--- src/design/lhm_pkg.sv ---
// Shared types and constants for the leaky bucket health monitor.
package lhm_pkg;

	localparam int VEL_BITS = 16;
	localparam int CFG_BITS = 16;
	localparam int LIMIT_BITS = 15;
	localparam int LIMSQ_BITS = 2 * LIMIT_BITS;
	localparam int IDX_BITS = 8;

	localparam logic [CFG_BITS-1:0] DRAIN_RST = 16'd1638;
	localparam logic [CFG_BITS-1:0] FILL_RST = 16'd7864;
	localparam logic [CFG_BITS-1:0] THR_RST = 16'd24576;
	localparam logic [LIMSQ_BITS-1:0] LIMSQ_RST = 30'd65536;

	localparam logic [1:0] FENCE_OUTSIDE = 2'd1;
	localparam logic [1:0] FENCE_INACTIVE = 2'd2;

	typedef enum logic [IDX_BITS-1:0] {
		REG_DRAIN_RATE = 8'd0,
		REG_FILL_STEP = 8'd1,
		REG_ERROR_THRESHOLD = 8'd2,
		REG_SPEED_LIMIT = 8'd3
	} reg_idx_t;

	typedef enum logic [1:0] {
		HEALTH_WAITING = 2'd0,
		HEALTH_READY = 2'd1,
		HEALTH_ERROR = 2'd2
	} health_t;

	typedef struct packed {
		logic odom_arrived;
		logic nav_arrived;
		logic fence_arrived;
		logic signed [VEL_BITS-1:0] velocity_x;
		logic signed [VEL_BITS-1:0] velocity_y;
		logic [1:0] fence_status;
	} item_t;

	typedef struct packed {
		health_t health;
		logic odom_timeout;
		logic nav_timeout;
		logic fence_timeout;
		logic outside_fence;
		logic overspeed;
	} result_t;

	typedef struct packed {
		logic [CFG_BITS-1:0] drain;
		logic [CFG_BITS-1:0] fill;
		logic [CFG_BITS-1:0] thr;
	} bkt_cfg_t;

	typedef struct packed {
		logic fire;
		logic run;
		logic clear;
	} bkt_ctl_t;

endpackage

--- src/design/lhm_bucket.sv ---
// One leaky bucket with its pending arrival flag.
module lhm_bucket #(
	parameter int LEVEL_BITS = 16
) (
	input logic clk,
	input logic arst_n,
	input lhm_pkg::bkt_ctl_t ctl,
	input lhm_pkg::bkt_cfg_t cfg,
	input logic arrived,
	output logic timeout
);

	localparam int CW = ((LEVEL_BITS > lhm_pkg::CFG_BITS) ? LEVEL_BITS : lhm_pkg::CFG_BITS) + 1;

	logic [LEVEL_BITS-1:0] level_q;
	logic pending_q;
	logic pend_n;
	logic [CW-1:0] lv_ext;
	logic [CW-1:0] drained;
	logic [CW-1:0] filled;
	logic [CW-1:0] full;
	logic [CW-1:0] clamped;

	always_comb begin
		pend_n = pending_q | arrived;
		lv_ext = CW'(level_q);
		full = CW'(1) << (LEVEL_BITS - 1);
		drained = (lv_ext > CW'(cfg.drain)) ? (lv_ext - CW'(cfg.drain)) : '0;
		filled = pend_n ? drained : (drained + CW'(cfg.fill));
		clamped = (filled > full) ? full : filled;
		timeout = (clamped >= CW'(cfg.thr));
	end

	always_ff @(posedge clk or negedge arst_n) begin
		if (!arst_n) begin
			level_q <= '0;
			pending_q <= 1'b0;
		end else if (ctl.fire) begin
			pending_q <= ctl.clear ? 1'b0 : pend_n;
			if (ctl.run) begin
				level_q <= clamped[LEVEL_BITS-1:0];
			end
		end
	end

endmodule

--- src/design/lhm_check.sv ---
// Fence and speed check on the stored vehicle data.
module lhm_check (
	input logic signed [lhm_pkg::VEL_BITS-1:0] vx,
	input logic signed [lhm_pkg::VEL_BITS-1:0] vy,
	input logic [1:0] fence,
	input logic [lhm_pkg::LIMSQ_BITS-1:0] limsq,
	output logic outside,
	output logic overspeed
);

	localparam int MW = lhm_pkg::VEL_BITS + 1;
	localparam int SW = 2 * lhm_pkg::VEL_BITS;

	logic signed [MW-1:0] vxe;
	logic signed [MW-1:0] vye;
	logic [MW-1:0] ax;
	logic [MW-1:0] ay;
	logic [SW-1:0] sqx;
	logic [SW-1:0] sqy;
	logic [SW-1:0] sum;

	always_comb begin
		vxe = MW'(vx);
		vye = MW'(vy);
		ax = vxe[MW-1] ? MW'(-vxe) : MW'(vxe);
		ay = vye[MW-1] ? MW'(-vye) : MW'(vye);
		sqx = SW'(ax) * SW'(ax);
		sqy = SW'(ay) * SW'(ay);
		sum = sqx + sqy;
		outside = (fence == lhm_pkg::FENCE_OUTSIDE);
		overspeed = (fence == lhm_pkg::FENCE_INACTIVE) && (sum > SW'(limsq));
	end

endmodule

--- src/design/leaky_bucket_health_monitor_unit.sv ---
// Top level of the leaky bucket health monitor.
// A tick word is registered on entry and its result is then registered
// in the output register. Throughput: one tick word per cycle while the
// output is not stalled, set by the single compute stage.
// Reset clears buckets, pending and seen flags, stored data and registers
// to their defaults; no clearing pass.
module leaky_bucket_health_monitor_unit #(
	parameter int LEVEL_BITS = 16
) (
	input logic clk,
	input logic arst_n,
	input logic item_valid,
	output logic item_stall,
	input lhm_pkg::item_t item,
	output logic result_valid,
	input logic result_stall,
	output lhm_pkg::result_t result,
	input logic cfg_valid,
	output logic cfg_ready,
	input logic [lhm_pkg::IDX_BITS-1:0] cfg_index,
	input logic [lhm_pkg::CFG_BITS-1:0] cfg_data
);

	lhm_pkg::item_t item_s1;
	logic valid_s1;
	lhm_pkg::result_t result_q;
	logic result_valid_q;

	lhm_pkg::bkt_cfg_t bcfg_q;
	logic [lhm_pkg::LIMSQ_BITS-1:0] limsq_q;
	logic [lhm_pkg::LIMIT_BITS-1:0] lim;

	logic odom_seen_q;
	logic nav_seen_q;
	logic signed [lhm_pkg::VEL_BITS-1:0] vx_q;
	logic signed [lhm_pkg::VEL_BITS-1:0] vy_q;
	logic [1:0] fence_q;

	logic advance;
	logic fire;
	logic run;
	logic any_to;
	logic [2:0] arr;
	logic [2:0] to;
	logic odom_seen_n;
	logic nav_seen_n;
	logic signed [lhm_pkg::VEL_BITS-1:0] vx_n;
	logic signed [lhm_pkg::VEL_BITS-1:0] vy_n;
	logic [1:0] fence_n;
	logic outside;
	logic overspeed;
	lhm_pkg::bkt_ctl_t ctl;
	lhm_pkg::result_t res_n;

	assign cfg_ready = 1'b1;
	assign lim = cfg_data[lhm_pkg::LIMIT_BITS-1:0];

	always_ff @(posedge clk or negedge arst_n) begin
		if (!arst_n) begin
			bcfg_q.drain <= lhm_pkg::DRAIN_RST;
			bcfg_q.fill <= lhm_pkg::FILL_RST;
			bcfg_q.thr <= lhm_pkg::THR_RST;
			limsq_q <= lhm_pkg::LIMSQ_RST;
		end else if (cfg_valid && cfg_ready) begin
			unique case (cfg_index)
				lhm_pkg::REG_DRAIN_RATE: bcfg_q.drain <= cfg_data;
				lhm_pkg::REG_FILL_STEP: bcfg_q.fill <= cfg_data;
				lhm_pkg::REG_ERROR_THRESHOLD: bcfg_q.thr <= cfg_data;
				lhm_pkg::REG_SPEED_LIMIT: limsq_q <=
					lhm_pkg::LIMSQ_BITS'(lim) * lhm_pkg::LIMSQ_BITS'(lim);
				default: ;
			endcase
		end
	end

	assign advance = !(result_valid_q && result_stall);
	assign item_stall = valid_s1 && !advance;
	assign fire = valid_s1 && advance;
	assign result_valid = result_valid_q;
	assign result = result_q;

	always_ff @(posedge clk or negedge arst_n) begin
		if (!arst_n) begin
			valid_s1 <= 1'b0;
		end else if (!item_stall) begin
			valid_s1 <= item_valid;
		end
	end

	always_ff @(posedge clk) begin
		if (item_valid && !item_stall) begin
			item_s1 <= item;
		end
	end

	always_comb begin
		arr = {item_s1.fence_arrived, item_s1.nav_arrived, item_s1.odom_arrived};
		odom_seen_n = odom_seen_q | arr[0];
		nav_seen_n = nav_seen_q | arr[1];
		vx_n = arr[0] ? item_s1.velocity_x : vx_q;
		vy_n = arr[0] ? item_s1.velocity_y : vy_q;
		fence_n = arr[2] ? item_s1.fence_status : fence_q;
		run = odom_seen_n && nav_seen_n;
		any_to = |to;
		ctl.fire = fire;
		ctl.run = run;
		ctl.clear = run && !any_to;
	end

	for (genvar g = 0; g < 3; g++) begin : g_bkt
		lhm_bucket #(
			.LEVEL_BITS(LEVEL_BITS)
		) u_bucket (
			.clk(clk),
			.arst_n(arst_n),
			.ctl(ctl),
			.cfg(bcfg_q),
			.arrived(arr[g]),
			.timeout(to[g])
		);
	end

	lhm_check u_check (
		.vx(vx_n),
		.vy(vy_n),
		.fence(fence_n),
		.limsq(limsq_q),
		.outside(outside),
		.overspeed(overspeed)
	);

	always_comb begin
		res_n = '0;
		res_n.health = lhm_pkg::HEALTH_WAITING;
		if (run) begin
			res_n.odom_timeout = to[0];
			res_n.nav_timeout = to[1];
			res_n.fence_timeout = to[2];
			if (any_to) begin
				res_n.health = lhm_pkg::HEALTH_ERROR;
			end else if (outside) begin
				res_n.health = lhm_pkg::HEALTH_ERROR;
				res_n.outside_fence = 1'b1;
			end else if (overspeed) begin
				res_n.health = lhm_pkg::HEALTH_ERROR;
				res_n.overspeed = 1'b1;
			end else begin
				res_n.health = lhm_pkg::HEALTH_READY;
			end
		end
	end

	always_ff @(posedge clk or negedge arst_n) begin
		if (!arst_n) begin
			odom_seen_q <= 1'b0;
			nav_seen_q <= 1'b0;
			vx_q <= '0;
			vy_q <= '0;
			fence_q <= '0;
			result_valid_q <= 1'b0;
		end else begin
			if (fire) begin
				odom_seen_q <= odom_seen_n;
				nav_seen_q <= nav_seen_n;
				vx_q <= vx_n;
				vy_q <= vy_n;
				fence_q <= fence_n;
			end
			if (advance) begin
				result_valid_q <= valid_s1;
			end
		end
	end

	always_ff @(posedge clk) begin
		if (fire) begin
			result_q <= res_n;
		end
	end

`ifndef SYNTHESIS
	a_fire_gives_result: assert property (@(posedge clk) disable iff (!arst_n)
		fire |=> result_valid)
		else $error("processed word produced no result");

	a_waiting_quiet: assert property (@(posedge clk) disable iff (!arst_n)
		result_valid && (result.health == lhm_pkg::HEALTH_WAITING) |->
		!(result.odom_timeout || result.nav_timeout || result.fence_timeout ||
		result.outside_fence || result.overspeed))
		else $error("waiting result carries flags");

	a_ready_clean: assert property (@(posedge clk) disable iff (!arst_n)
		result_valid && (result.health == lhm_pkg::HEALTH_READY) |->
		!(result.odom_timeout || result.nav_timeout || result.fence_timeout ||
		result.outside_fence || result.overspeed))
		else $error("ready result carries flags");

	a_single_cause: assert property (@(posedge clk) disable iff (!arst_n)
		result_valid |-> !(result.outside_fence && result.overspeed))
		else $error("both data check causes set");

	a_stall_when_full: assert property (@(posedge clk) disable iff (!arst_n)
		valid_s1 && result_valid_q && result_stall |-> item_stall)
		else $error("input not stalled with both stages full");
`endif

endmodule

--- config.mk ---
export PLATFORM = sky130hd
export DESIGN_NAME = leaky_bucket_health_monitor_unit
export DESIGN_NICKNAME = d
export VERILOG_FILES = /design/src/design/lhm_pkg.sv /design/src/design/lhm_bucket.sv /design/src/design/lhm_check.sv /design/src/design/leaky_bucket_health_monitor_unit.sv
export SDC_FILE = /design/constraint.sdc
export NUM_CORES = 2
export LEC_CHECK = 0
export BUFFER_PORTS_ARGS = -buffer_cell sky130_fd_sc_hd__buf_2
export CAP_MARGIN = 30
export CORE_MARGIN = 2
export CORE_UTILIZATION = 55
export DETAILED_ROUTE_END_ITERATION = 10
export GPL_ROUTABILITY_DRIVEN = 0
export GPL_TIMING_DRIVEN = 0
export PLACE_DENSITY = 0.68
export RECOVER_POWER = 50
export SKIP_CTS_REPAIR_TIMING = 1
export SLEW_MARGIN = 20
export SYNTH_ARGS = -nofsm -noshare
export SYNTH_HDL_FRONTEND = slang
export SYNTH_HIERARCHICAL = 1
export SYNTH_SLANG_ARGS = --single-unit
--- constraint.sdc ---
create_clock -name clk -period 13 [get_ports clk]
set_clock_uncertainty 0.1 [all_clocks]
set_input_delay 3.9 -clock clk [delete_from_list [all_inputs] [get_ports clk]]
set_output_delay 3.9 -clock clk [all_outputs]
set_load 0.01 [all_outputs]
## Word level (Yosys, flattened, before mapping)

Index checks and enable logic that the tools add are counted.
W data, S select, Z words.

- Reduce and logical (&&, ||, !) cells: 19
- Add/subtract/negate cells: 9
- Equal/unequal tests: 5
- Multiplexer cells: 22
- $mul: 3
- Shifts and indexed selects: 0
- Bitwise gates (word level): 6
- Divide/modulo/power cells: 0
- Order comparisons: 10

Operator list:

| kind | number |
|---|---|
| $mux W17 | 11 |
| $mul A17 B17 Y32 | 2 |
| $add A17 B16 Y17 | 3 |
| $ge A17 B16 Y1 | 3 |
| $gt A17 B16 Y1 const B | 3 |
| $sub A16 B16 Y17 | 3 |
| $gt A16 B16 Y1 | 3 |
| $neg A16 Y17 | 2 |
| $add A32 B32 Y32 | 1 |
| $gt A32 B30 Y1 | 1 |
| $mux W16 | 2 |
| $mul A15 B15 Y30 | 1 |
| $eq A8 B2 Y1 const B | 2 |
| $reduce_and A2 Y1 | 5 |
| $eq A8 B1 Y1 const B | 1 |
| $logic_not A8 Y1 | 1 |
| $mux W2 | 4 |
| $logic_and A1 B1 Y1 | 7 |
| $mux W1 | 5 |
| $or A1 B1 Y1 | 5 |
| $reduce_or A5 Y1 | 1 |
| $reduce_or A4 Y1 | 1 |
| $logic_not A1 Y1 | 3 |
| $reduce_or A3 Y1 | 1 |
| other kinds (3) | 3 |

- Input bits: 66
- Bits in writable memories: 0
- Latch bits: 0
- Memory bits (read-only): 0
- Memories kept: 0
- Output and inout bits: 10
- Register bits after elaboration: 211
- Word-level logic and storage cells: 104

## Depth between registers and ports, before layout

- Depth after elaboration: 11
- Mapped depth: 48
- Gate-level depth less buffers: 44

## Modules after synthesis

Netlist, hierarchy kept.

Modules (own cells, without submodules):

| module | area an instance (um^2) | instances | seq. area each (um^2) | cells each |
|---|---|---|---|---|
| lhm_check | 16985.0 | 1 | 0.0 | 1857 |
| leaky_bucket_health_monitor_unit | 12724.7 | 1 | 4220.3 | 1166 |
| lhm_bucket (g_bkt[0].u_bucket ...) | 3219.3 | 2 | 425.4 | 441 |
| lhm_bucket (g_bkt[2].u_bucket) | 3250.6 | 1 | 425.4 | 421 |

## Least setup slack after synthesis

Ideal clock, no wire load.

- Kind: reg2reg
- Start: register item_s1 (netlist bit arr[0])
- End: register result_q (netlist bit result[6]), data pin
- Setup time: 273 ps
- Arrival: 11003 ps
- Data required time: 12627 ps
- Period minus slack after synthesis: 11376 ps
- Path slack: 1624 ps
- Buffers on the path: 2
- Stages on the path, launching flop included: 40
- Path through: edfxtp_1 -> clkbuf_1 -> clkbuf_1 -> mux2_2 -> or4_1 -> or2_4 -> or4_4 -> o31ai_1 -> xnor2_1 -> clkinv_1 -> nor2_1 -> fa_1 -> fa_1 -> fa_1 -> inv_1 -> fa_1 -> fa_1 -> inv_1 -> (+4 left out) -> inv_1 -> ha_1 -> and3_1 -> a211o_1 -> or3_1 -> o21a_1 -> a21boi_0 -> xnor2_1 -> ha_1 -> nand4_1 -> or2_2 -> o22ai_1 -> a2111oi_0 -> nor2_1 -> o31ai_1 -> a311oi_1 -> nor2_1 -> a21boi_0

- Cells in the longest elaborated chain, start to end: 10
- Elaborated cells on any way between the ends: 22
- Classes of those cells: add/sub: 3; mul: 2; order compare: 3; mux: 9; bitwise: 2; reduce/logical: 3

Ends and longest elaborated chain:

| what | line | text |
|---|---|---|
| start, declared | leaky_bucket_health_monitor_unit.sv:24 | `lhm_pkg::item_t item_s1;` |
| start signal, assigned | leaky_bucket_health_monitor_unit.sv:92 | `item_s1 <= item;` |
| $mux W16 (*) | leaky_bucket_health_monitor_unit.sv:100 | `vx_n = arr[0] ? item_s1.velocity_x : vx_q;` |
| via vx_n, one bit | leaky_bucket_health_monitor_unit.sv:47 | `logic signed [lhm_pkg::VEL_BITS-1:0] vx_n;` |
| $neg A16 Y17 | lhm_check.sv:25 | `ax = vxe[MW-1] ? MW'(-vxe) : MW'(vxe);` |
| $mux W17 (*) | lhm_check.sv:25 |  |
| $mul A17 B17 Y32 (*) | lhm_check.sv:27 | `sqx = SW'(ax) * SW'(ax);` |
| $add A32 B32 Y32 (*) | lhm_check.sv:29 | `sum = sqx + sqy;` |
| $gt A32 B30 Y1 (*) | lhm_check.sv:31 | `overspeed = (fence == lhm_pkg::FENCE_INACTIVE) && (sum > SW'(limsq));` |
| $logic_and A1 B1 Y1 (*) | lhm_check.sv:31 |  |
| via overspeed | leaky_bucket_health_monitor_unit.sv:51 | `logic overspeed;` |
| $mux W2 (*) | leaky_bucket_health_monitor_unit.sv:144 | `end else if (overspeed) begin` |
| $mux W2 (*) | leaky_bucket_health_monitor_unit.sv:141 | `end else if (outside) begin` |
| $mux W2 (*) | leaky_bucket_health_monitor_unit.sv:139 | `if (any_to) begin` |
| end signal, assigned | leaky_bucket_health_monitor_unit.sv:177 | `result_q <= res_n;` |
| end, declared | leaky_bucket_health_monitor_unit.sv:26 | `lhm_pkg::result_t result_q;` |

Mark *: on every way through the listed nets, which the timed path passes. The rest lies on a longest branch.
A chain may end at the register's enable or synchronous reset.

## Worst setup path in the final report

Ends and elaborated chain as after synthesis.

==> results.cfg <==
[clocking]
ctsLongestPathBuffers = 3
cts_buffers = 26
root_buffer = clkbuf_16
insertion_delay_ns = 0.60
clk_pin_slew_ns = 0.07
ctsHtreeMaxLevel = 1
clkSinkCount = 210
cts_tree = done

[floorplan]
die_height_um = 272
initial_utilization_pct = 55.3
floorplan.core_area_um2 = 71200
num_rows = 98
die_w_um = 272
die-area_um2 = 73800
design.portCount = 76

[timing]
final-setup-viol-count = 0
period_share_pct = 97.3
maxSlewViolCount = 207
layout_min_cycle_time_ns = 12.64
finalHoldViolCount = 0
fin_ws_ns = 0.357
achievable-frequency_ghz = 0.0791
relative_slew_slack_pct = -232
timing_worst_slew_pin_value_ns = 4.98

[drt]
drt-pass1-iter-count = 5
detailedRoute.firstIterationViolations = 1867
wl_per_cell_um = 18.9
route.final.wire_length_um = 104000
postRouteAntennaNets = 0
via_count = 30100
detail_route.drc_violations = 0
detailed_route_vias_per_instance = 5.47

[synthesis]
synth-edff-count = 44
synth_common_cells = 952 x inv_1, 578 x fa_1, 454 x ha_1
synth.distinct_cells = 112
async_flop_share_pct = 79.0
synthMuxAreaShare_pct = 3.69
synth-seq-cells = 210
area_fraction_in_compound_gates_after_synthesis_pct = 11.4
combinational_family_with_the_most_area_after_synthesis = adder cells
synth-simple-area-share_pct = 12.5
synth_cells = 4326
post_synth_adder_cell_area_pct = 43.8
synth.most_common_cell = inv_1
synth_sequential_area_ratio_pct = 14.0
synth_top_flop_cell = dfrtp_1
yosys.area_share.xor_xnor_pct = 3.99
synthesis.area_per_instance_um2 = 9.11
syn-cell-area_um2 = 39400
yosys_warnings = 6
yosys.area.top_type_share_pct = 29.4
synth_area_leader_cell = fa_1
post_synth_main_area_contributors = fa_1 29%, ha_1 14%, dfrtp_1 9.5%

[critical_path]
endpoint_kind = flop
setup.worst_path.start = arr[0]
data_required_time_at_the_worst_endpoint_ns = 13.20
crit_type = reg -> reg
cp_max_fo = 10
cpMostUsedCell = fa_1
critical_register_to_register_path_startpoint = arr[0]
crit_start_category = flop
crit_path_max_incr_delay_ns = 0.55
worst_path_max_delay_cell = fa_1
timing.critical_path.arrival_ns = 12.84

[cells_and_area]
final_layout_size_suffix_gt1_share_pct = 8.51
multi_input_comb_area_um2 = 30100
synthToLayoutAreaGrowth_pct = 7.75
register_area_um2 = 5500
final_area_um2 = 42500
nFillCells = 6350
fin_nets = 5616
post_layout_nonfiller_instances = 5489

[placement]
dp_hpwl_um = 86900
postPlaceCellArea_um2 = 41400
place.detailed.instances = 5431
io_buffers = 71
pre_cts_ws_ns = -1.37

[min_path]
hold_path_class = reg -> reg
hold_path_startpoint = odom_seen_q

[global_routing]
grt-ovfl-total = 0
grt_pass1_wl_um = 168000
global_route.usage.total_pct = 29.0
grt_pass1_vias = 31000
grt_start_max_net_pins = 98
initial_antenna_violation_count = 2

[job]
total_of_max_cap_violations = 3

[run_status]
violations_in_the_final_reports = capacitance limit, slew limit
outcome = finished, violations left
==> worst paths after layout <==
| kind | depth (start not counted) | to | slack (ns) |
|---|---|---|---|
| setup / recovery | 41 | result[6] | 0.36 |
| hold / removal | 1 | odom_seen_q | 0.36 |
| setup reg to reg | 41 | result[6] | 0.36 |
| hold reg to reg | 1 | odom_seen_q | 0.36 |
| max in group asynchronous | 2 | limsq_q[0] | 1.82 |
| min in group asynchronous | 1 | vy_q[4] | 4.63 |
==> area by class of cell <==
type	instances	share of cell area [%]
diodes	1	0.00589
plain buffers	124	1.41
clock buffers	37	1.87
clock inverters	11	0.289
inverters	964	8.55
multi-input cells	3103	71.0
flip-flops and latches	210	12.9
well taps	950	2.80
repair buffers	89	1.11
==> critical path, delay by kind of cell, from the launching register on <==
family                   cells  cell delay, ns
AO/OA/AOI/OAI               11            2.63
XOR/XNOR                     2            0.55
adder cells (fa/ha/maj)     10            4.78
flip-flops                   1            0.46
multiplexers                 1            0.44
buffers and inverters        7            1.13
AND/OR/NAND/NOR             10            2.27
==> cells by family after synthesis <==
family / Yosys count
xor gates and xnor gates: 175
buffers and inverters: 1088
and+or+nand+nor: 1037
other: 4
DFF: 210
AOI/OAI and AO/OA: 649
adders and majority gates: 1033
muxes: 130
==> cells in the final DEF, fill, tap and decap left out, drive strengths merged, types with 110 or more instances in the layout <==
| cell type | n |
|---|---|
| a21oi | 165 |
| buf | 114 |
| clkbuf | 136 |
| dfrtp | 149 |
| fa | 578 |
| ha | 454 |
| inv | 956 |
| mux2 | 122 |
| nand2 | 356 |
| nor2 | 287 |
| o21ai | 122 |
| xnor2 | 110 |
==> registers in the layout (all words and copies together) (netlist names), 2 cells and up <==
register,flops
g_bkt.u_bucket/pending_q,3
limsq_q,29
vy_q,16
arr,3
result,7
fence_q,2
bcfg_q,48
g_bkt.u_bucket/level_q,48
item_s1,34
vx_q,16
==> metrics by stage <==
stage | TNS [ns] | util [%] | hold slack (ns)
2_1_floorplan | 0 | - | 0.329
3_3_place_gp | -5.16 | 57.9 | 0.341
3_5_place_dp | -3.93 | 58.1 | 0.346
4_1_cts | -4.19 | 59.3 | 0.362
5_1_grt | -0.0600 | 59.6 | 0.372
6_report | 0 | 59.6 | 0.362
==> routing by layer <==
metal	share of wire, %	routed length [um]	up-vias	track usage (%)
li1	-	-	14200	-
met1	42	43900	14900	38.7
met2	47	49100	775	48.2
met3	5.4	5600	198	3.44
met4	4.8	4960	0	11.5
met5	0	0	-	0
Power is left out: the tool's default activity adds up to more than one toggle a clock period on the data nets, which glitch-free logic cannot reach.
